[src/rtl/b2da_pkg.sv]
// ----------------------------------------------------------------------------
// b2da_pkg
// shared constants and controller/datapath command and status types for the
// binary to decimal ascii converter
// ----------------------------------------------------------------------------
`default_nettype none

package b2da_pkg;

    localparam int BIN_W      = 32;
    localparam int NUM_DIGITS = 10;
    localparam int DIGIT_W    = 4;
    localparam int BCD_W      = NUM_DIGITS * DIGIT_W;
    localparam int CHAR_W     = 6;
    localparam int CNT_W      = $clog2(BIN_W);
    localparam int IDX_W      = $clog2(NUM_DIGITS);

    localparam logic [CNT_W-1:0]   LAST_SHIFT = CNT_W'(BIN_W - 1);
    localparam logic [IDX_W-1:0]   FIRST_IDX  = IDX_W'(NUM_DIGITS - 1);
    localparam logic [IDX_W-1:0]   LAST_IDX   = '0;
    localparam logic [CHAR_W-1:0]  ASCII_ZERO = CHAR_W'(48);
    localparam logic [CHAR_W-1:0]  ASCII_NINE = CHAR_W'(57);
    localparam logic [DIGIT_W-1:0] ADJ_LIMIT  = DIGIT_W'(5);
    localparam logic [DIGIT_W-1:0] ADJ_ADD    = DIGIT_W'(3);

    typedef struct packed {
        logic load;
        logic shift;
        logic emit;
    } t_dp_cmd;

    typedef struct packed {
        logic conv_done;
        logic emit_done;
    } t_dp_sts;

endpackage

`default_nettype wire

[src/rtl/b2da_ctrl.sv]
// ----------------------------------------------------------------------------
// b2da_ctrl
// sequencer: load, 32 shift-add-3 steps, then one step per decimal digit
// ----------------------------------------------------------------------------
`default_nettype none

module b2da_ctrl (
    input  wire               i_clk,
    input  wire               i_rst_n,
    input  wire               start,
    input  b2da_pkg::t_dp_sts i_sts,
    output b2da_pkg::t_dp_cmd o_cmd,
    output logic              busy
);
    import b2da_pkg::*;

    typedef enum logic [2:0] {
        S_IDLE = 3'b001,
        S_CONV = 3'b010,
        S_EMIT = 3'b100
    } t_state;

    t_state r_state;
    t_state n_state;

    always_comb begin
        n_state     = r_state;
        o_cmd.load  = 1'b0;
        o_cmd.shift = 1'b0;
        o_cmd.emit  = 1'b0;
        case (r_state)
            S_IDLE: begin
                if (start) begin
                    o_cmd.load = 1'b1;
                    n_state    = S_CONV;
                end
            end
            S_CONV: begin
                o_cmd.shift = 1'b1;
                if (i_sts.conv_done) begin
                    n_state = S_EMIT;
                end
            end
            S_EMIT: begin
                o_cmd.emit = 1'b1;
                if (i_sts.emit_done) begin
                    n_state = S_IDLE;
                end
            end
            default: begin
                n_state = S_IDLE;
            end
        endcase
    end

    always_ff @(posedge i_clk) begin
        if (!i_rst_n) begin
            r_state <= S_IDLE;
        end else begin
            r_state <= n_state;
        end
    end

    assign busy = (r_state != S_IDLE);

    a_busy_ends_after_emit: assert property (@(posedge i_clk) disable iff (!i_rst_n)
        $fell(busy) |-> $past(r_state) == S_EMIT)
        else $error("busy dropped outside digit output");

    a_load_only_idle: assert property (@(posedge i_clk) disable iff (!i_rst_n)
        o_cmd.load |-> !busy && !o_cmd.shift && !o_cmd.emit)
        else $error("load issued while busy");

    a_conv_to_emit: assert property (@(posedge i_clk) disable iff (!i_rst_n)
        (r_state == S_CONV && i_sts.conv_done) |=> r_state == S_EMIT)
        else $error("conversion end not followed by output");

endmodule

`default_nettype wire

[src/rtl/b2da_dpath.sv]
// ----------------------------------------------------------------------------
// b2da_dpath
// shift-add-3 binary to bcd register, then digit output with leading zero
// suppression into a registered result word
// ----------------------------------------------------------------------------
`default_nettype none

module b2da_dpath (
    input  wire                                 i_clk,
    input  wire                                 i_rst_n,
    input  b2da_pkg::t_dp_cmd                   i_cmd,
    input  wire  [b2da_pkg::BIN_W-1:0]          i_value,
    output b2da_pkg::t_dp_sts                   o_sts,
    output logic                                o_strobe,
    output logic [b2da_pkg::CHAR_W-1:0]         o_digit_char,
    output logic                                o_last_digit
);
    import b2da_pkg::*;

    logic [BIN_W-1:0]   r_bin;
    logic [BIN_W-1:0]   n_bin;
    logic [BCD_W-1:0]   r_bcd;
    logic [BCD_W-1:0]   n_bcd;
    logic [BCD_W-1:0]   adj_bcd;
    logic [CNT_W-1:0]   r_cnt;
    logic [CNT_W-1:0]   n_cnt;
    logic [IDX_W-1:0]   r_idx;
    logic [IDX_W-1:0]   n_idx;
    logic               r_seen;
    logic               n_seen;
    logic               r_strobe;
    logic               n_strobe;
    logic [CHAR_W-1:0]  r_char;
    logic [CHAR_W-1:0]  n_char;
    logic               r_last;
    logic               n_last;
    logic [DIGIT_W-1:0] top_digit;
    logic               is_last;
    logic               show;

    // add 3 to every digit of 5 or more before the shift
    always_comb begin
        for (int d = 0; d < NUM_DIGITS; d++) begin
            if (r_bcd[d*DIGIT_W +: DIGIT_W] >= ADJ_LIMIT) begin
                adj_bcd[d*DIGIT_W +: DIGIT_W] = r_bcd[d*DIGIT_W +: DIGIT_W] + ADJ_ADD;
            end else begin
                adj_bcd[d*DIGIT_W +: DIGIT_W] = r_bcd[d*DIGIT_W +: DIGIT_W];
            end
        end
    end

    assign top_digit = r_bcd[BCD_W-1 -: DIGIT_W];
    assign is_last   = (r_idx == LAST_IDX);
    assign show      = (top_digit != '0) || r_seen || is_last;

    always_comb begin
        n_bin    = r_bin;
        n_bcd    = r_bcd;
        n_cnt    = r_cnt;
        n_idx    = r_idx;
        n_seen   = r_seen;
        n_strobe = 1'b0;
        n_char   = r_char;
        n_last   = r_last;
        if (i_cmd.load) begin
            n_bin  = i_value;
            n_bcd  = '0;
            n_cnt  = '0;
            n_idx  = FIRST_IDX;
            n_seen = 1'b0;
        end else if (i_cmd.shift) begin
            n_bin = {r_bin[BIN_W-2:0], 1'b0};
            n_bcd = {adj_bcd[BCD_W-2:0], r_bin[BIN_W-1]};
            n_cnt = r_cnt + CNT_W'(1);
        end else if (i_cmd.emit) begin
            n_bcd    = {r_bcd[BCD_W-DIGIT_W-1:0], {DIGIT_W{1'b0}}};
            n_idx    = r_idx - IDX_W'(1);
            n_seen   = show;
            n_strobe = show;
            n_char   = ASCII_ZERO + CHAR_W'(top_digit);
            n_last   = is_last;
        end
    end

    always_ff @(posedge i_clk) begin
        if (!i_rst_n) begin
            r_strobe <= 1'b0;
        end else begin
            r_strobe <= n_strobe;
        end
    end

    always_ff @(posedge i_clk) begin
        r_bin  <= n_bin;
        r_bcd  <= n_bcd;
        r_cnt  <= n_cnt;
        r_idx  <= n_idx;
        r_seen <= n_seen;
        r_char <= n_char;
        r_last <= n_last;
    end

    assign o_sts.conv_done = (r_cnt == LAST_SHIFT);
    assign o_sts.emit_done = is_last;
    assign o_strobe        = r_strobe;
    assign o_digit_char    = r_char;
    assign o_last_digit    = r_last;

    a_char_range: assert property (@(posedge i_clk) disable iff (!i_rst_n)
        o_strobe |-> (o_digit_char >= ASCII_ZERO && o_digit_char <= ASCII_NINE))
        else $error("digit word out of range");

    a_gap_after_last: assert property (@(posedge i_clk) disable iff (!i_rst_n)
        (o_strobe && o_last_digit) |=> !o_strobe)
        else $error("word straight after last digit");

    a_emit_digit_bcd: assert property (@(posedge i_clk) disable iff (!i_rst_n)
        i_cmd.emit |-> top_digit <= DIGIT_W'(9))
        else $error("bcd digit above nine");

endmodule

`default_nettype wire

[src/rtl/binary_to_decimal_ascii_top.sv]
// ----------------------------------------------------------------------------
// binary_to_decimal_ascii_top
// unsigned 32-bit value to decimal ascii digits, most significant first,
// leading zeros suppressed, last digit flagged
//
// channel   direction  handshake            word
// input     in         start & !busy        i_value
// result    out        o_strobe (1 cycle)   o_digit_char, o_last_digit
//
// an accepted value keeps busy high through 32 shift-add-3 steps in the
// bcd register, then one step per digit position over all 10 positions;
// each digit word appears the cycle after its position is scanned, so the
// run of 1 to 10 words ends in the same cycle that busy falls
// a new value may be started in the cycle busy is low; the receiver cannot
// stall, words are never held
// reset is synchronous, active low, and returns the sequencer to idle
// ----------------------------------------------------------------------------
`default_nettype none

module binary_to_decimal_ascii_top (
    input  wire                          i_clk,
    input  wire                          i_rst_n,
    input  wire                          start,
    output logic                         busy,
    input  wire  [b2da_pkg::BIN_W-1:0]   i_value,
    output logic                         o_strobe,
    output logic [b2da_pkg::CHAR_W-1:0]  o_digit_char,
    output logic                         o_last_digit
);
    import b2da_pkg::*;

    t_dp_cmd cmd;
    t_dp_sts sts;

    b2da_ctrl u_ctrl (
        .i_clk   (i_clk),
        .i_rst_n (i_rst_n),
        .start   (start),
        .i_sts   (sts),
        .o_cmd   (cmd),
        .busy    (busy)
    );

    b2da_dpath u_dpath (
        .i_clk        (i_clk),
        .i_rst_n      (i_rst_n),
        .i_cmd        (cmd),
        .i_value      (i_value),
        .o_sts        (sts),
        .o_strobe     (o_strobe),
        .o_digit_char (o_digit_char),
        .o_last_digit (o_last_digit)
    );

endmodule

`default_nettype wire
[config.mk]
export PLATFORM = sky130hd
export DESIGN_NAME = binary_to_decimal_ascii_top
export DESIGN_NICKNAME = d
export VERILOG_FILES = /design/src/rtl/b2da_pkg.sv /design/src/rtl/b2da_ctrl.sv /design/src/rtl/b2da_dpath.sv /design/src/rtl/binary_to_decimal_ascii_top.sv
export SDC_FILE = /design/constraint.sdc
export NUM_CORES = 1
export LEC_CHECK = 0
export ABC_CLOCK_PERIOD_IN_PS = 3000
export BUFFER_PORTS_ARGS = -buffer_cell sky130_fd_sc_hd__buf_2
export CAP_MARGIN = 30
export CORE_UTILIZATION = 55
export DETAILED_ROUTE_END_ITERATION = 10
export GPL_ROUTABILITY_DRIVEN = 0
export PLACE_DENSITY = 0.85
export SYNTH_ARGS = -nofsm -noshare
export SYNTH_HDL_FRONTEND = slang
export SYNTH_SLANG_ARGS = --single-unit
export TNS_END_PERCENT = 100
[constraint.sdc]
create_clock -name i_clk -period 3 [get_ports i_clk]
set_input_delay 0.3 -clock i_clk [delete_from_list [all_inputs] [get_ports i_clk]]
set_output_delay 0.3 -clock i_clk [all_outputs]
set_load 0.005 [all_outputs]
==> summary.txt <==
Outcome
  – Status: complete, but fails checks
  – Failing checks: design-rule violations

Pwr
  – Clk pwr share: 0.292
  – Cell Int Power: 1.919 mW
  – Sw Ratio: 0.3049
  – VDD IR max: 0.2161 mV
  – Leak pwr: around 2.1 nW
  – Pwr/cell area: approximately 500 nW/um^2
  – Combinational power share: 0.172
  – NetSw: between 800 and 900 uW
  – Seq pwr share: 0.537

Layout
  – Ratio of cells with drive above 1 in the final layout: 0.1504
  – Multi-input logic area: 2586 sq um
  – Nets: between 600 and 700
  – Storage cell area: ~2200 sq um
  – Fillers: roughly 730
  – Synth-to-Final Area Change: 7.134%
  – Antenna diode count: 0
  – Fin area: approximately 5500 sq um

Clock network
  – Clock root buffer: clkbuf_8
  – CTS Buf Count: 9
  – Max Root-Sink Buffers: 2
  – Worst skew pair latency: around 0.4 ns
  – Clock Pin Slew Worst Setup and Hold Paths: 0.11 ns
  – Sink Count: slightly above 90
  – CTS tree: done
  – Post-CTS Resized: 0
  – Setup Fix Bufs, Post-CTS: 0
  – Post-cts hold buffer count: 0
  – CTS H-tree depth: 3

Timing
  – Worst Skew: roughly 0.016 ns
  – Fin crit share: 0.7548
  – Slew Viols, Final: 0
  – RSZ-0062 raised after global routing: false
  – Worst rel slew slack: 0.4088
  – Min cycle time layout: about 2.3 ns
  – Worst Max-Slew Pin Slew: 0.8847 ns
  – Final hold vios: 0
  – Setup tns final: 0 ns
  – Count of final setup violators: 0
  – FMAX: 441.6 MHz

Setup path
  – Worst Path Max Fanout: 32
  – Stages on the worst setup path: 3
  – Setup crit start kind: register
  – Crit path capture type: register
  – CP bufs+invs: 1
  – Critical-path top delay cell: dfxtp_1
  – Worst reg2reg path depth: 3
  – CP peak stage delay: between 0.7 and 0.8 ns
  – Crit path DAT: about 2.3 ns
  – Worst EP required: 3.04 ns
  – Worst-path cell chain: or3b_1 > nand2_1 > buf_4
  – Crit path max-delay family: simple AND/OR/NAND/NOR gates
  – Crit path kind: reg -> reg

Flow run
  – Max-cap violations: 0

GRT
  – Total GRT Usage: 0.2407
  – Vias in the first global route: about 4.1k
  – First-pass GRT wire length: 18,580 microns
  – Pin count of the biggest net entering global routing: 40
  – Initial antenna violation count: 0
  – GRT overflow: 0

Yosys
  – Synth async-reset ratio: 0
  – Synth Cell Area: 5121 sq um
  – Share of the synthesized area in the top cell type: 0.2170
  – Synth warn: 0
  – Count of unique library cells instantiated by Yosys: roughly 50
  – Seq/Total Area, Yosys: 0.4280
  – Ys flop type: dfxtp_1
  – Synth area leader: edfxtp_1
  – Top post-synthesis cells by area: edfxtp_1, dfxtp_1, nand2_1
  – Synth Register Bits: ~90
  – Syn Area/Cell: between 9 and 10 sq um
  – Cell count after synthesis: between 500 and 600
  – EDFF count, synth: 37

Floorplan
  – Num rows: 34
  – CORE AREA: between 8000 and 9000 sq um
  – Die Y-Extent: 98.50 microns
  – Boundary Pins: 44
  – Die W: 98.50 microns
  – Full die area: 9701 sq um
  – Initial Utilization: 0.5788

Hold path
  – Hold Crit Class: in -> reg
  – Hold path cells: 3

Routing
  – Total routed wirelength: around 11,000 microns
  – Vias per cell: roughly 6.1
  – DR iter-0 viols: 300
  – # DRC: 4
  – Via count: 4,223
  – Remaining antenna violation count: 0
  – Routed wire per std cell: between 15 and 20 microns
  – Initial DRT Pass Iterations: 11

Place
  – HPWL after DPL: 7389 microns
  – Port Buf Inserts: slightly above 40
  – Placed Area: between 5000 and 6000 sq um
[cells by family (layout without fill, tap and decap cells)]
kind of cell               count (synthesis)  after routing  share of synthesized area
AOI/OAI and AO/OA                        151            151                     0.2077
muxes                                     18             18                    0.03738
adders and majority gates                 24             24                    0.05864
xor gates and xnor gates                  16             16                    0.02736
buffers and inverters                     70             95                    0.06792
other                                      1              2                  0.0007323
and+or+nand+nor                          188            188                     0.1722
DFF                                       91             91                     0.4280
[state kept, by name, summed over array words and instances, names as in the netlist]
| name | cells |
|---|---|
| u_dpath.r_bin | 32 |
| u_dpath.r_bcd | 40 |
| u_dpath.o_digit_char | 4 |
| u_dpath.o_last_digit | 1 |
| u_dpath.o_strobe | 1 |
| u_ctrl.r_state | 3 |
| u_dpath.r_idx | 4 |
| u_dpath.r_cnt | 5 |
| u_dpath.r_seen | 1 |
[synthesized netlist by cell type, drive strengths merged, types with 5 or more instances]
library cell  instances
edfxtp               37
nor3b                17
nand2               123
inv                  26
xnor2                12
a21oi                21
ha                   24
a211oi               23
a21boi                5
nor2                 14
nand2b               11
o221ai               11
dfxtp                54
a221oi               23
o21a                  8
buf                  25
clkbuf               18
mux2i                 9
mux2                  9
o21ai                30
o22ai                14
[per-layer routing]
metal | routed length, microns | track usage
met1 | 4757 | 0.2998
met3 | 634 | 0.04823
met5 | 0 | 0
met4 | 225 | 0.1183
met2 | 5483 | 0.4009
[path summary, 6_finish.rpt]
path / from / slack (ns) / end
worst max-delay path: u_ctrl.r_state[1] / 0.74 / u_dpath.r_bin[24]
worst min-delay path: i_value[23] / 0.16 / u_dpath.r_bin[23]
worst max register to register: u_ctrl.r_state[1] / 0.74 / u_dpath.r_bin[24]
worst min register to register: u_dpath.r_cnt[4] / 0.49 / u_dpath.r_cnt[4]
[cell type report]
type / count / area share
multi-input cells: 399 / 0.4714
clock buffers: 9 / 0.02258
clock inverters: 7 / 0.01072
repair buffers: 52 / 0.05245
well taps: 108 / 0.02463
inverters: 27 / 0.01870
flip-flops and latches: 91 / 0.3995
[power groups by stage]
stage	clock network, mW	logic (mW)	registers (mW)
floorplan	0	0.376	1.47
CTS	0.812	0.470	1.48
global route	0.865	0.532	1.50
finish	0.805	0.474	1.48
global placement	0	0.446	1.50
detailed placement	0	0.466	1.51
[stage by stage]
stage	setup slack, ns	std cells	hold slack [ns]	utilization	power, mW
after floorplan	0.7561	560	0.3913	-	1.849
after global placement	0.8121	677	0.4492	0.5994	1.946
after detailed placement	0.7591	677	0.4588	0.5994	1.974
after CTS	0.7487	693	0.1634	0.6201	2.760
after global routing	0.5516	693	0.1671	0.6201	2.892
final	0.7355	693	0.1633	0.6201	2.760
[cell usage in the layout (no fill, tap or decap), types with 3 or more instances in the layout]
master and instances:
nand2_1 123, dfxtp_1 54, buf_2 41, edfxtp_1 37, o21ai_0 30, inv_1 26, ha_1 24, a221oi_1 23
a21oi_1 21, a211oi_1 21, nor3b_1 16, o22ai_1 14, nor2_1 13, xnor2_1 12, nand2b_1 11, o221ai_1 11
buf_4 11, mux2_2 9, mux2i_1 9, clkbuf_8 9, o21a_1 8, a21boi_0 5, nor2b_1 4, a32o_1 4
xor2_1 4, nor3_1 4, nand3_1 3, and3_1 3, a22oi_1 3
[worst register-to-register path: stages, from the launching register on]
cell	delay (ns)
dfxtp_1	0.73
or3b_1	0.65
nand2_1	0.16
buf_4	0.39
(Power assumes the default switching activity.)
